`config.mk`:
```
export PLATFORM = sky130hd
export DESIGN_NAME = websocket_frame_deframer_core
export DESIGN_NICKNAME = d
export VERILOG_FILES = /design/src/wsdf_pkg.sv /design/src/wsdf_front.sv /design/src/wsdf_queue.sv /design/src/wsdf_back.sv /design/src/websocket_frame_deframer_core.sv
export SDC_FILE = /design/constraint.sdc
export NUM_CORES = 1
export LEC_CHECK = 0
export ABC_AREA = 1
export BUFFER_PORTS_ARGS = -buffer_cell sky130_fd_sc_hd__buf_2
export CAP_MARGIN = 20
export CORE_ASPECT_RATIO = 1.25
export CORE_MARGIN = 4
export CORE_UTILIZATION = 64
export CTS_BUF_LIST = sky130_fd_sc_hd__clkbuf_8
export DETAILED_ROUTE_END_ITERATION = 8
export PLACE_DENSITY_LB_ADDON = 0.12
export RECOVER_POWER = 25
export SETUP_SLACK_MARGIN = 0.5
export SYNTH_ARGS = -nofsm -noshare
export SYNTH_HDL_FRONTEND = slang
export SYNTH_SLANG_ARGS = --single-unit
export TNS_END_PERCENT = 30
```
`constraint.sdc`:
```
create_clock -name clk -period 5.5 [get_ports clk]
set_input_delay 0.275 -clock clk [delete_from_list [all_inputs] [get_ports clk]]
set_output_delay 0.275 -clock clk [all_outputs]
set_load 0.01 [all_outputs]
```
`src/wsdf_pkg.sv`:
```
// ----------------------------------------------------------------------------
// wsdf_pkg
// Shared types and constants of the WebSocket frame deframer.
// ----------------------------------------------------------------------------
package wsdf_pkg;

	localparam logic [31:0] MAX_PAYLOAD_RESET = 32'd8388608;

	localparam logic [3:0] OP_TEXT  = 4'h1;
	localparam logic [3:0] OP_CLOSE = 4'h8;
	localparam logic [3:0] OP_PING  = 4'h9;

	localparam logic [6:0] LEN_CODE_16 = 7'd126;
	localparam logic [6:0] LEN_CODE_64 = 7'd127;

	localparam logic [2:0] EXT_COUNT_16 = 3'd1;
	localparam logic [2:0] EXT_COUNT_64 = 3'd7;

	localparam int QUEUE_DEPTH = 2;

	typedef enum logic [1:0] {
		KIND_TEXT      = 2'd0,
		KIND_PING      = 2'd1,
		KIND_CLOSE     = 2'd2,
		KIND_VIOLATION = 2'd3
	} kind_t;

	typedef enum logic [2:0] {
		PH_HDR0    = 3'd0,
		PH_HDR1    = 3'd1,
		PH_EXTLEN  = 3'd2,
		PH_MASK    = 3'd3,
		PH_PAYLOAD = 3'd4
	} phase_t;

	typedef struct packed {
		kind_t      kind;
		logic [7:0] data;
		logic [7:0] key;
		logic       last;
		logic       empty;
	} token_t;

endpackage

```
`src/wsdf_front.sv`:
```
// ----------------------------------------------------------------------------
// wsdf_front
// Header parser: tracks the frame phase per received byte and issues one
// token for each byte that yields a result.
// ----------------------------------------------------------------------------
module wsdf_front (
	input  logic             clk,
	input  logic             arst_n,
	input  logic             cfg_we,
	input  logic [31:0]      cfg_wdata,
	input  logic             in_valid,
	output logic             in_ready,
	input  logic [7:0]       rx_byte,
	output logic             tok_valid,
	output wsdf_pkg::token_t tok,
	input  logic             tok_ready
);

	wsdf_pkg::phase_t phase_q, phase_d;
	logic [2:0]  ext_cnt_q, ext_cnt_d;
	logic [3:0]  opcode_q, opcode_d;
	logic        mask_q, mask_d;
	logic [31:0] key_q, key_d;
	logic [63:0] rem_q, rem_d;
	logic [1:0]  kidx_q, kidx_d;
	logic        halted_q, halted_d;
	logic [31:0] max_q;
	logic        emit;
	logic        do_len;
	logic        do_begin;
	logic        in_fire;
	logic [7:0]  key_byte;

	assign in_ready  = halted_q | tok_ready;
	assign in_fire   = in_valid & in_ready;
	assign tok_valid = in_fire & emit;

	always_comb begin
		case (kidx_q)
			2'd0:    key_byte = key_q[31:24];
			2'd1:    key_byte = key_q[23:16];
			2'd2:    key_byte = key_q[15:8];
			default: key_byte = key_q[7:0];
		endcase
	end

	always_comb begin
		phase_d   = phase_q;
		ext_cnt_d = ext_cnt_q;
		opcode_d  = opcode_q;
		mask_d    = mask_q;
		key_d     = key_q;
		rem_d     = rem_q;
		kidx_d    = kidx_q;
		halted_d  = halted_q;
		emit      = 1'b0;
		do_len    = 1'b0;
		do_begin  = 1'b0;
		tok.kind  = wsdf_pkg::KIND_VIOLATION;
		tok.data  = 8'd0;
		tok.key   = 8'd0;
		tok.last  = 1'b1;
		tok.empty = 1'b0;
		if (!halted_q) begin
			unique case (phase_q)
				wsdf_pkg::PH_HDR1: begin
					mask_d = rx_byte[7];
					rem_d  = 64'd0;
					if (rx_byte[6:0] == wsdf_pkg::LEN_CODE_16) begin
						ext_cnt_d = wsdf_pkg::EXT_COUNT_16;
						phase_d   = wsdf_pkg::PH_EXTLEN;
					end else if (rx_byte[6:0] == wsdf_pkg::LEN_CODE_64) begin
						ext_cnt_d = wsdf_pkg::EXT_COUNT_64;
						phase_d   = wsdf_pkg::PH_EXTLEN;
					end else begin
						rem_d  = {57'd0, rx_byte[6:0]};
						do_len = 1'b1;
					end
				end
				wsdf_pkg::PH_EXTLEN: begin
					rem_d = {rem_q[55:0], rx_byte};
					if (ext_cnt_q != 3'd0) begin
						ext_cnt_d = ext_cnt_q - 3'd1;
					end else begin
						do_len = 1'b1;
					end
				end
				wsdf_pkg::PH_MASK: begin
					key_d = {key_q[23:0], rx_byte};
					if (kidx_q != 2'd3) begin
						kidx_d = kidx_q + 2'd1;
					end else begin
						do_begin = 1'b1;
					end
				end
				wsdf_pkg::PH_PAYLOAD: begin
					kidx_d   = kidx_q + 2'd1;
					rem_d    = rem_q - 64'd1;
					tok.data = rx_byte;
					tok.key  = mask_q ? key_byte : 8'd0;
					tok.last = (rem_q == 64'd1);
					if (rem_q == 64'd1) begin
						phase_d = wsdf_pkg::PH_HDR0;
					end
					if (opcode_q == wsdf_pkg::OP_TEXT) begin
						emit     = 1'b1;
						tok.kind = wsdf_pkg::KIND_TEXT;
					end else if (opcode_q == wsdf_pkg::OP_PING) begin
						emit     = 1'b1;
						tok.kind = wsdf_pkg::KIND_PING;
					end else if (opcode_q == wsdf_pkg::OP_CLOSE && rem_q == 64'd1) begin
						emit     = 1'b1;
						halted_d = 1'b1;
						tok.kind = wsdf_pkg::KIND_CLOSE;
						tok.data = 8'd0;
						tok.key  = 8'd0;
					end
				end
				default: begin
					if (!rx_byte[7]) begin
						emit     = 1'b1;
						halted_d = 1'b1;
						phase_d  = wsdf_pkg::PH_HDR0;
					end else begin
						opcode_d = rx_byte[3:0];
						phase_d  = wsdf_pkg::PH_HDR1;
					end
				end
			endcase

			if (do_len) begin
				if (rem_d > {32'd0, max_q}) begin
					emit     = 1'b1;
					halted_d = 1'b1;
					phase_d  = wsdf_pkg::PH_HDR0;
					tok.kind = wsdf_pkg::KIND_VIOLATION;
				end else if (mask_d) begin
					kidx_d  = 2'd0;
					phase_d = wsdf_pkg::PH_MASK;
				end else begin
					do_begin = 1'b1;
				end
			end

			if (do_begin) begin
				kidx_d = 2'd0;
				if (rem_d != 64'd0) begin
					phase_d = wsdf_pkg::PH_PAYLOAD;
				end else begin
					phase_d   = wsdf_pkg::PH_HDR0;
					tok.empty = 1'b1;
					if (opcode_q == wsdf_pkg::OP_TEXT) begin
						emit     = 1'b1;
						tok.kind = wsdf_pkg::KIND_TEXT;
					end else if (opcode_q == wsdf_pkg::OP_PING) begin
						emit     = 1'b1;
						tok.kind = wsdf_pkg::KIND_PING;
					end else if (opcode_q == wsdf_pkg::OP_CLOSE) begin
						emit      = 1'b1;
						halted_d  = 1'b1;
						tok.kind  = wsdf_pkg::KIND_CLOSE;
						tok.empty = 1'b0;
					end
				end
			end
		end
	end

	always_ff @(posedge clk or negedge arst_n) begin
		if (!arst_n) begin
			max_q <= wsdf_pkg::MAX_PAYLOAD_RESET;
		end else if (cfg_we) begin
			max_q <= cfg_wdata;
		end
	end

	always_ff @(posedge clk or negedge arst_n) begin
		if (!arst_n) begin
			phase_q   <= wsdf_pkg::PH_HDR0;
			ext_cnt_q <= 3'd0;
			opcode_q  <= 4'd0;
			mask_q    <= 1'b0;
			key_q     <= 32'd0;
			rem_q     <= 64'd0;
			kidx_q    <= 2'd0;
			halted_q  <= 1'b0;
		end else if (in_fire) begin
			phase_q   <= phase_d;
			ext_cnt_q <= ext_cnt_d;
			opcode_q  <= opcode_d;
			mask_q    <= mask_d;
			key_q     <= key_d;
			rem_q     <= rem_d;
			kidx_q    <= kidx_d;
			halted_q  <= halted_d;
		end
	end

endmodule

```
`src/wsdf_queue.sv`:
```
// ----------------------------------------------------------------------------
// wsdf_queue
// Two-entry token queue between the header parser and the output stage.
// ----------------------------------------------------------------------------
module wsdf_queue (
	input  logic             clk,
	input  logic             arst_n,
	input  logic             push,
	input  wsdf_pkg::token_t push_tok,
	output logic             not_full,
	output logic             not_empty,
	input  logic             pop,
	output wsdf_pkg::token_t pop_tok
);

	wsdf_pkg::token_t entry_q [wsdf_pkg::QUEUE_DEPTH];
	logic       wr_ptr_q;
	logic       rd_ptr_q;
	logic [1:0] count_q;

	assign not_full  = (count_q != 2'(wsdf_pkg::QUEUE_DEPTH));
	assign not_empty = (count_q != 2'd0);
	assign pop_tok   = entry_q[rd_ptr_q];

	always_ff @(posedge clk) begin
		if (push) begin
			entry_q[wr_ptr_q] <= push_tok;
		end
	end

	always_ff @(posedge clk or negedge arst_n) begin
		if (!arst_n) begin
			wr_ptr_q <= 1'b0;
			rd_ptr_q <= 1'b0;
			count_q  <= 2'd0;
		end else begin
			if (push) begin
				wr_ptr_q <= ~wr_ptr_q;
			end
			if (pop) begin
				rd_ptr_q <= ~rd_ptr_q;
			end
			case ({push, pop})
				2'b10:   count_q <= count_q + 2'd1;
				2'b01:   count_q <= count_q - 2'd1;
				default: count_q <= count_q;
			endcase
		end
	end

endmodule

```
`src/wsdf_back.sv`:
```
// ----------------------------------------------------------------------------
// wsdf_back
// Output stage: unmasks the queued payload byte and holds the result until
// the transfer completes.
// ----------------------------------------------------------------------------
module wsdf_back (
	input  logic             clk,
	input  logic             arst_n,
	input  logic             tok_valid,
	input  wsdf_pkg::token_t tok,
	output logic             tok_pop,
	output logic             out_valid,
	input  logic             out_ready,
	output logic [1:0]       kind,
	output logic [7:0]       data_byte,
	output logic             last_of_frame,
	output logic             empty_frame
);

	logic       valid_q;
	logic [1:0] kind_q;
	logic [7:0] data_q;
	logic       last_q;
	logic       empty_q;

	assign tok_pop       = tok_valid & (~valid_q | out_ready);
	assign out_valid     = valid_q;
	assign kind          = kind_q;
	assign data_byte     = data_q;
	assign last_of_frame = last_q;
	assign empty_frame   = empty_q;

	always_ff @(posedge clk or negedge arst_n) begin
		if (!arst_n) begin
			valid_q <= 1'b0;
		end else if (~valid_q | out_ready) begin
			valid_q <= tok_valid;
		end
	end

	always_ff @(posedge clk) begin
		if (tok_pop) begin
			kind_q  <= tok.kind;
			data_q  <= tok.data ^ tok.key;
			last_q  <= tok.last;
			empty_q <= tok.empty;
		end
	end

endmodule

```
`src/websocket_frame_deframer_core.sv`:
```
// ----------------------------------------------------------------------------
// websocket_frame_deframer_core
// WebSocket receive-side frame parser with payload unmasking.
// ----------------------------------------------------------------------------
//  channel  | handshake                | payload
//  ---------+--------------------------+------------------------------------
//  config   | cfg_we                   | cfg_wdata (max_payload_bytes)
//  input    | in_valid / in_ready      | rx_byte
//  output   | out_valid / out_ready    | kind, data_byte, last_of_frame,
//           |                          | empty_frame
//
//  One byte per cycle while in_ready is high; results are registered.
//  The parser feeds a two-entry queue that the output register drains.
//  in_ready drops only while the queue is full; after a halt every byte is
//  taken and dropped. Reset restores all parse state and the length limit.
// ----------------------------------------------------------------------------
module websocket_frame_deframer_core (
	input  logic        clk,
	input  logic        arst_n,
	input  logic        cfg_we,
	input  logic [31:0] cfg_wdata,
	input  logic        in_valid,
	output logic        in_ready,
	input  logic [7:0]  rx_byte,
	output logic        out_valid,
	input  logic        out_ready,
	output logic [1:0]  kind,
	output logic [7:0]  data_byte,
	output logic        last_of_frame,
	output logic        empty_frame
);

	wsdf_pkg::token_t front_tok;
	wsdf_pkg::token_t queue_tok;
	logic             front_valid;
	logic             queue_not_full;
	logic             queue_not_empty;
	logic             queue_pop;

	wsdf_front u_front (
		.clk       (clk),
		.arst_n    (arst_n),
		.cfg_we    (cfg_we),
		.cfg_wdata (cfg_wdata),
		.in_valid  (in_valid),
		.in_ready  (in_ready),
		.rx_byte   (rx_byte),
		.tok_valid (front_valid),
		.tok       (front_tok),
		.tok_ready (queue_not_full)
	);

	wsdf_queue u_queue (
		.clk       (clk),
		.arst_n    (arst_n),
		.push      (front_valid),
		.push_tok  (front_tok),
		.not_full  (queue_not_full),
		.not_empty (queue_not_empty),
		.pop       (queue_pop),
		.pop_tok   (queue_tok)
	);

	wsdf_back u_back (
		.clk           (clk),
		.arst_n        (arst_n),
		.tok_valid     (queue_not_empty),
		.tok           (queue_tok),
		.tok_pop       (queue_pop),
		.out_valid     (out_valid),
		.out_ready     (out_ready),
		.kind          (kind),
		.data_byte     (data_byte),
		.last_of_frame (last_of_frame),
		.empty_frame   (empty_frame)
	);

endmodule
```
; Yosys cells after proc, flatten, opt, wreduce, memory -nomap -nowiden
; Memory sizes are Yosys's and may differ from the RTL's.
; Cells that the tools add are included.
[totals]
inputBits = 45
mem_bits_rw = 40
register_bits = 159
wordCells = 152
memories = 1
out_inout_bits = 14
[classes]
n_mux = 85
n_lt_le_gt_ge = 1
addsub = 5
eq_ne = 18
bitwise_logic = 11
n_reduce_logical = 14
[memory_table]
columns = name, words, width, read_ports, rd_clocked_by_memory_dff, write_ports, line_no
row1 = u_queue.entry_q, 2, 20, 1, 0, 1, wsdf_queue.sv:16  ; wsdf_pkg::token_t entry_q [wsdf_pkg::QUEUE_DEPTH];
[op_table]
columns = cell, count
row1 = $pmux 64 s3, 1
row2 = $mux 64, 2
row3 = $eq 64x1->1 const B, 1
row4 = $gt 64x32->1, 1
row5 = $reduce_bool 64->1, 1
row6 = $sub 64x1->64 const B, 1
row7 = $mux 1, 42
row8 = $mux 3, 11
row9 = $mux 16, 2
row10 = $mux 2, 14
row11 = $pmux 8 s3, 1
row12 = $mux 20, 1
row13 = $mux 19, 1
row14 = $mux 17, 1
row15 = $eq 7x7->1 const B, 2
row16 = $pmux 3 s3, 1
row17 = $eq 4x4->1 const B, 2
row18 = $mux 8, 1
row19 = $pmux 2 s2, 2
row20 = $xor 8x8->8, 1
row21 = $mux 7, 1
row22 = $eq 3x2->1 const B, 2
row23 = $pmux 1 s2, 3
row24 = $pmux 3 s2, 1
row25 = other kinds (25), 38

; Depth between registers and ports, before layout
[logic_depth]
ltp_word = 17
ltp_mapped = 30
mapped_depth_nobuf = 30

; Hierarchy
; From an unflattened synthesis, not the netlist that was laid out.
[unflattened]
cells_unflattened = 1781
hier_area_um2 = 12663.4
[by_module_without_submodules]
columns = module, area_per_inst_um2, cells_per_inst, seq_area_each_um2, n_inst
row1 = wsdf_front, 10458.8, 1603, 3554.7, 1
row2 = wsdf_queue, 1679.1, 128, 1301.2, 1
row3 = wsdf_back, 525.5, 50, 385.4, 1

; Worst setup path after synthesis
; Ideal clock, no wire load.
[synth_path]
path_kind = flip-flop to flip-flop
start = register u_front.rem_q[4]
end = memory u_queue.entry_q[1][0] (netlist name) (enable)
arrival_time_ns = 3.916
required_time_ns = 5.103
slack_ns = 1.187
n_path_buf = 0
setup_time_ns = 0.397
path_stages_with_launch = 24
synth_period_minus_slack_ns = 4.313
cell_sequence = dfrtp_1 -> nor2_1 -> nand2_1 -> nor2_2 -> nand2_1 -> nor2_1 -> nand2_1 -> nand3_1 -> o221ai_1 -> ha_1 -> nand2_1 -> inv_1 -> nand3_1 -> inv_1 -> nand4_1 -> nor3_1 -> nand2_1 -> o41ai_1 -> nand4_1 -> nand2_2 -> nand2_1 -> nand2_1 -> nand2_2 -> nor2_1
[synth_between]
elab_chain_cells = 17
elab_cells_between_ends = 25
cone_classes = add/sub: 1 / order compare: 1 / eq/ne: 1 / mux: 19 / bitwise: 1 / reduce/logical: 2
[synth_lines]
columns = element, line_no
row1 = from (decl), wsdf_front.sv:24  ; logic [63:0] rem_q, rem_d;
row2 = from (signal assigned), wsdf_front.sv:193  ; rem_q <= rem_d;
row3 = "parallel branches: the longest is 12 deep, another holds $sub 64x1->64", -
row4 = $mux 1 *, wsdf_front.sv:145  ; if (do_begin) begin
row5 = $mux 1 *, wsdf_front.sv:64  ; if (!halted_q) begin
row6 = $and 1x1->1 *, wsdf_front.sv:36  ; assign tok_valid = in_fire & emit;
row7 = $mux 1 *, wsdf_queue.sv:26  ; if (push) begin
row8 = $mux 1 (not written as such) *, wsdf_queue.sv:27  ; entry_q[wr_ptr_q] <= push_tok;
row9 = to (decl), wsdf_queue.sv:16
; Every way passes the cells marked *. The select of a mux whose other input is x is not followed.

; Worst setup path in the final report
[layout_path]
start = register u_front.rem_q[4]
end = register u_queue.count_q[1]
[layout_between]
elab_chain_cells = 17
elab_cells_between_ends = 27
cone_classes = add/sub: 1 / order compare: 1 / eq/ne: 3 / mux: 18 / bitwise: 1 / reduce/logical: 3
[layout_lines]
columns = element, line_no
row1 = "parallel branches: the longest is 12 deep, another holds $sub 64x1->64", -
row2 = $mux 1 *, wsdf_front.sv:145
row3 = $mux 1 *, wsdf_front.sv:64
row4 = $and 1x1->1 *, wsdf_front.sv:36
row5 = $eq 2x1->1 or $eq 2x2->1 (tied branches), wsdf_queue.sv:43  ; case ({push, pop})
row6 = $pmux 2 s2 or $reduce_bool 2->1 (tied branches), -
row7 = to (signal assigned), wsdf_queue.sv:44  ; 2'b10: count_q <= count_q + 2'd1;
row8 = to (signal assigned), wsdf_queue.sv:45  ; 2'b01: count_q <= count_q - 2'd1;
row9 = to (signal assigned), wsdf_queue.sv:46  ; default: count_q <= count_q;
row10 = to (decl), wsdf_queue.sv:19  ; logic [1:0] count_q;
; Marked as above.
; A chain may end at the register's enable or synchronous reset.

==> key figures <==
Final layout
  – Register Area: 0.00524 mm2
  – Most frequent cells in the layout: 497 x nand2_1, 228 x nor2_1, 210 x inv_1, 165 x o21ai_0, 146 x dfrtp_1
  – Final Net Count: 1,879
  – Filler cells: 1,522
  – Leading cell type in the layout, fill and taps excluded: nand2_1
  – Footprint of the multi-input gates: 0.00601 mm2
  – Post-route insts no fill: 2,035
  – Area Growth Syn to Fin: 11.1%
  – Antenna cells: 0
  – Share of cells above drive strength 1: 8.37%
  – Design area: 0.0136 mm2

Setup path
  – Most used cell, CP: nand2_1
  – CP max stage delay: 0.45 ns
  – Family with the most delay on the worst path: simple AND/OR/NAND/NOR gates
  – Crit start category: register
  – Critical path endpoint category: register
  – Critical Path Fanout Max: 6
  – Kind of critical path: reg -> reg
  – CP max-delay cell: dfrtp_1
  – Arrival @ worst endpoint: 5.04 ns
  – CP required: 5.88 ns
  – WP buf/inv: 3

Synth
  – Synth top area share: 29.9%
  – Synth area leader: dfrtp_1
  – Largest cells by area after synthesis: dfrtp_1 30%, nand2_1 15%, edfxtp_1 13%, nor2_1 7.1%, o21ai_0 6.8%
  – Mapped Cells: 1,709
  – Synth warnings: 0
  – Asr flop ratio synth: 73.9%
  – Ys flop type: dfrtp_1
  – Register area share after synthesis: 42.9%
  – Post-synthesis cell area: 0.0122 mm2
  – Post-synth EDFFs: 52
  – Post-synth cell types: 43
  – Syn Nets: 1,798
  – Syn avg cell area: 7.14 um2
  – Seq cells post-synth: 199

Timing
  – RSZ-0062 raised after global routing: no
  – FMAX: 215 MHz
  – Total negative setup slack: 0 ns
  – Tcrit/Tclk final: 84.7%
  – Fin. max-slew vios: 158
  – Worst setup margin: 0.839 ns
  – Final setup viols: 0
  – Crit path time final: 4.66 ns
  – Relative slew slack: -173%
  – Slew @ Worst Pin: 4.10 ns
  – Hold Fails Final Rpt: 0
  – Skew final: 0.0149 ns

Place
  – DP Wirelength: 25,300 um
  – Worst slack at placement: 0.617 ns
  – Dpl cells: 1,966
  – Input/output buffers: 58
  – Dpl cell area: 0.0127 mm2
  – Gpl congestion: 1.02

Power and ir drop
  – Clock power frac: 33.8%
  – Power Internal: 2130 uW
  – Sequential power share: 55.4%
  – Peak VDD IR: 0.000141 V
  – Net load switching power: 853 uW
  – Pwr dens: 220 mW/mm2
  – Switch share: 28.6%
  – Logic pwr share: 10.8%
  – Leakage power: 0.00633 uW

GRT
  – Vias in the first global route: 11,300
  – GRT Resource Usage Total: 33.1%
  – Initial antenna violation count: 0
  – Largest net degree at the start of global routing: 94
  – First-pass GRT wire length: 56,600 um
  – Grt total ovfl: 0

Floorplanning
  – Die Wd: 132 um
  – Row Count: 56
  – Top Ports: 59
  – Core ar.: 0.0188 mm2
  – Effective utilization at floorplan: 65.0%
  – Die H: 162 um
  – Die area: 0.0214 mm2

Run status
  – Status: finished, violations left
  – Violated checks: capacitance limit, slew limit

Drt
  – Total routed wirelength: 34,600 um
  – Drt wl/cell: 17.0 um
  – Avg Vias per Cell: 5.70
  – Total number of vias: 11,600
  – First drt pass iteration count: 7
  – DR iter-0 viols: 1,056
  – DRC viols: 0
  – Final antenna-violating net count: 0

Hold path
  – Worst Hold Class: in -> reg

Clocking
  – Clock sink count: 199
  – Reg clk slew, reported paths: 0.11 ns
  – Clock Latency Late Sink: 0.50 ns
  – CTS Buffer Depth: 2
  – TritonCTS clock tree: yes
  – Root Driver: clkbuf_8
  – Cts bufs inserted: 17
  – H-tree Lvls: 4

Flow run
  – Max-Cap Viols: 2
-- layout make-up --
type | count | area share (%)
timing repair buffer | 112 | 5.75
clock buffer | 17 | 1.72
clock inverter | 15 | 1.44
tap | 232 | 2.14
inverter | 217 | 6.03
sequential | 199 | 38.6
multi-input combinational | 1243 | 44.3
-- cell families after synthesis --
kind of cell | synth area share, %
buffers and inverters | 8.28
adders and majority gates | 4.51
AOI/OAI and AO/OA | 11.3
DFF | 42.9
xor gates and xnor gates | 1.36
and+or+nand+nor | 31.1
muxes | 0.543
-- power groups by stage --
stage	Sequential, uW	Clock, uW	Combinational, uW
2_1_floorplan	1690	0	162
3_3_place_gp	1680	0	291
3_5_place_dp	1690	0	302
4_1_cts	1650	1020	321
5_1_grt	1660	1090	365
6_report	1650	1010	321
-- cell usage after synthesis, types with 2 or more instances --
library cell / instances
a21oi_1: 37
nor4_1: 3
o21ai_0: 165
and3_1: 2
clkbuf_1: 39
inv_1: 211
nand2_1: 497
nand3_1: 139
and2_1: 3
buf_1: 4
clkinv_1: 2
ha_1: 44
nor2_1: 231
edfxtp_1: 52
dfrtp_1: 146
nor2_2: 8
a211oi_1: 3
inv_2: 4
o211ai_1: 10
xnor2_1: 9
o21bai_1: 3
or2_2: 3
o22ai_1: 14
nor2_4: 4
nor3_1: 9
a31oi_1: 2
nand2_2: 5
xor2_1: 10
buf_2: 7
mux2_2: 5
o21ai_1: 3
nand4_1: 15
o221ai_1: 10
-- metal layers --
metal | global-route usage [%] | vias to the layer above | wire, um
met4 | 17.3 | 0 | 1730
met3 | 5.78 | 118 | 2080
met2 | 56.7 | 451 | 16900
met1 | 40.2 | 5356 | 13900
met5 | 0 | - | 0
li1 | - | 5678 | -
-- path summary, 6_finish.rpt --
path	startpoint	end	slack [ns]	cells past startpoint
max	u_front.rem_q[4]$_DFFE_PN0P_	u_queue.count_q[1]$_DFFE_PN0P_	0.84	26
min	rx_byte[3]	u_front.key_q[3]$_DFFE_PN0P_	0.08	3
max reg2reg	u_front.rem_q[4]$_DFFE_PN0P_	u_queue.count_q[1]$_DFFE_PN0P_	0.84	26
min reg2reg	u_queue.wr_ptr_q$_DFFE_PN0P_	u_queue.wr_ptr_q$_DFFE_PN0P_	0.50	2
max in group asynchronous	arst_n	u_front.rem_q[6]$_DFFE_PN0P_	1.19	3
min in group asynchronous	arst_n	u_front.key_q[21]$_DFFE_PN0P_	1.90	2
-- registers in the layout, summed over array words and instances, names as in the netlist --
name                  cells
u_queue.wr_ptr_q          1
u_front.rem_q            64
u_back.last_of_frame      1
u_back.empty_frame        1
u_back.kind               2
u_front.opcode_q          4
u_back.data_byte          8
u_front.key_q            32
u_back.out_valid          1
u_front.kidx_q            2
u_front.ext_cnt_q         3
u_front.max_q            32
u_front.halted_q          1
u_queue.count_q           2
u_queue.entry_q          40
u_front.phase_q           3
u_queue.rd_ptr_q          1
u_front.mask_q            1
-- per-stage QoR --
stage	power, uW	hold WS, ns	util, %
after global routing	3120	0.0711	72.3
after detailed placement	1990	0.405	67.8
after global placement	1970	0.407	67.8
after floorplan	1850	-0.0206	-
final	2990	0.0836	72.3
after CTS	2990	0.0618	71.9
-- repair_timing --
| item | 4_1_cts | 5_1_grt |
|---|---|---|
| gates resized for setup | 0 | 11 |
| setup buffers | 0 | 4 |
| hold endpoints to repair | 123 | 0 |
| endpoints found under the setup margin | 0 | 42 |
| hold buffers | 33 | 0 |
-- tightest hold or removal path, stage by stage --
cell and delay (ns):
buf_2 0.14, inv_1 0.08, a21oi_1 0.06
Note: power is estimated with default switching activity, not from simulation.
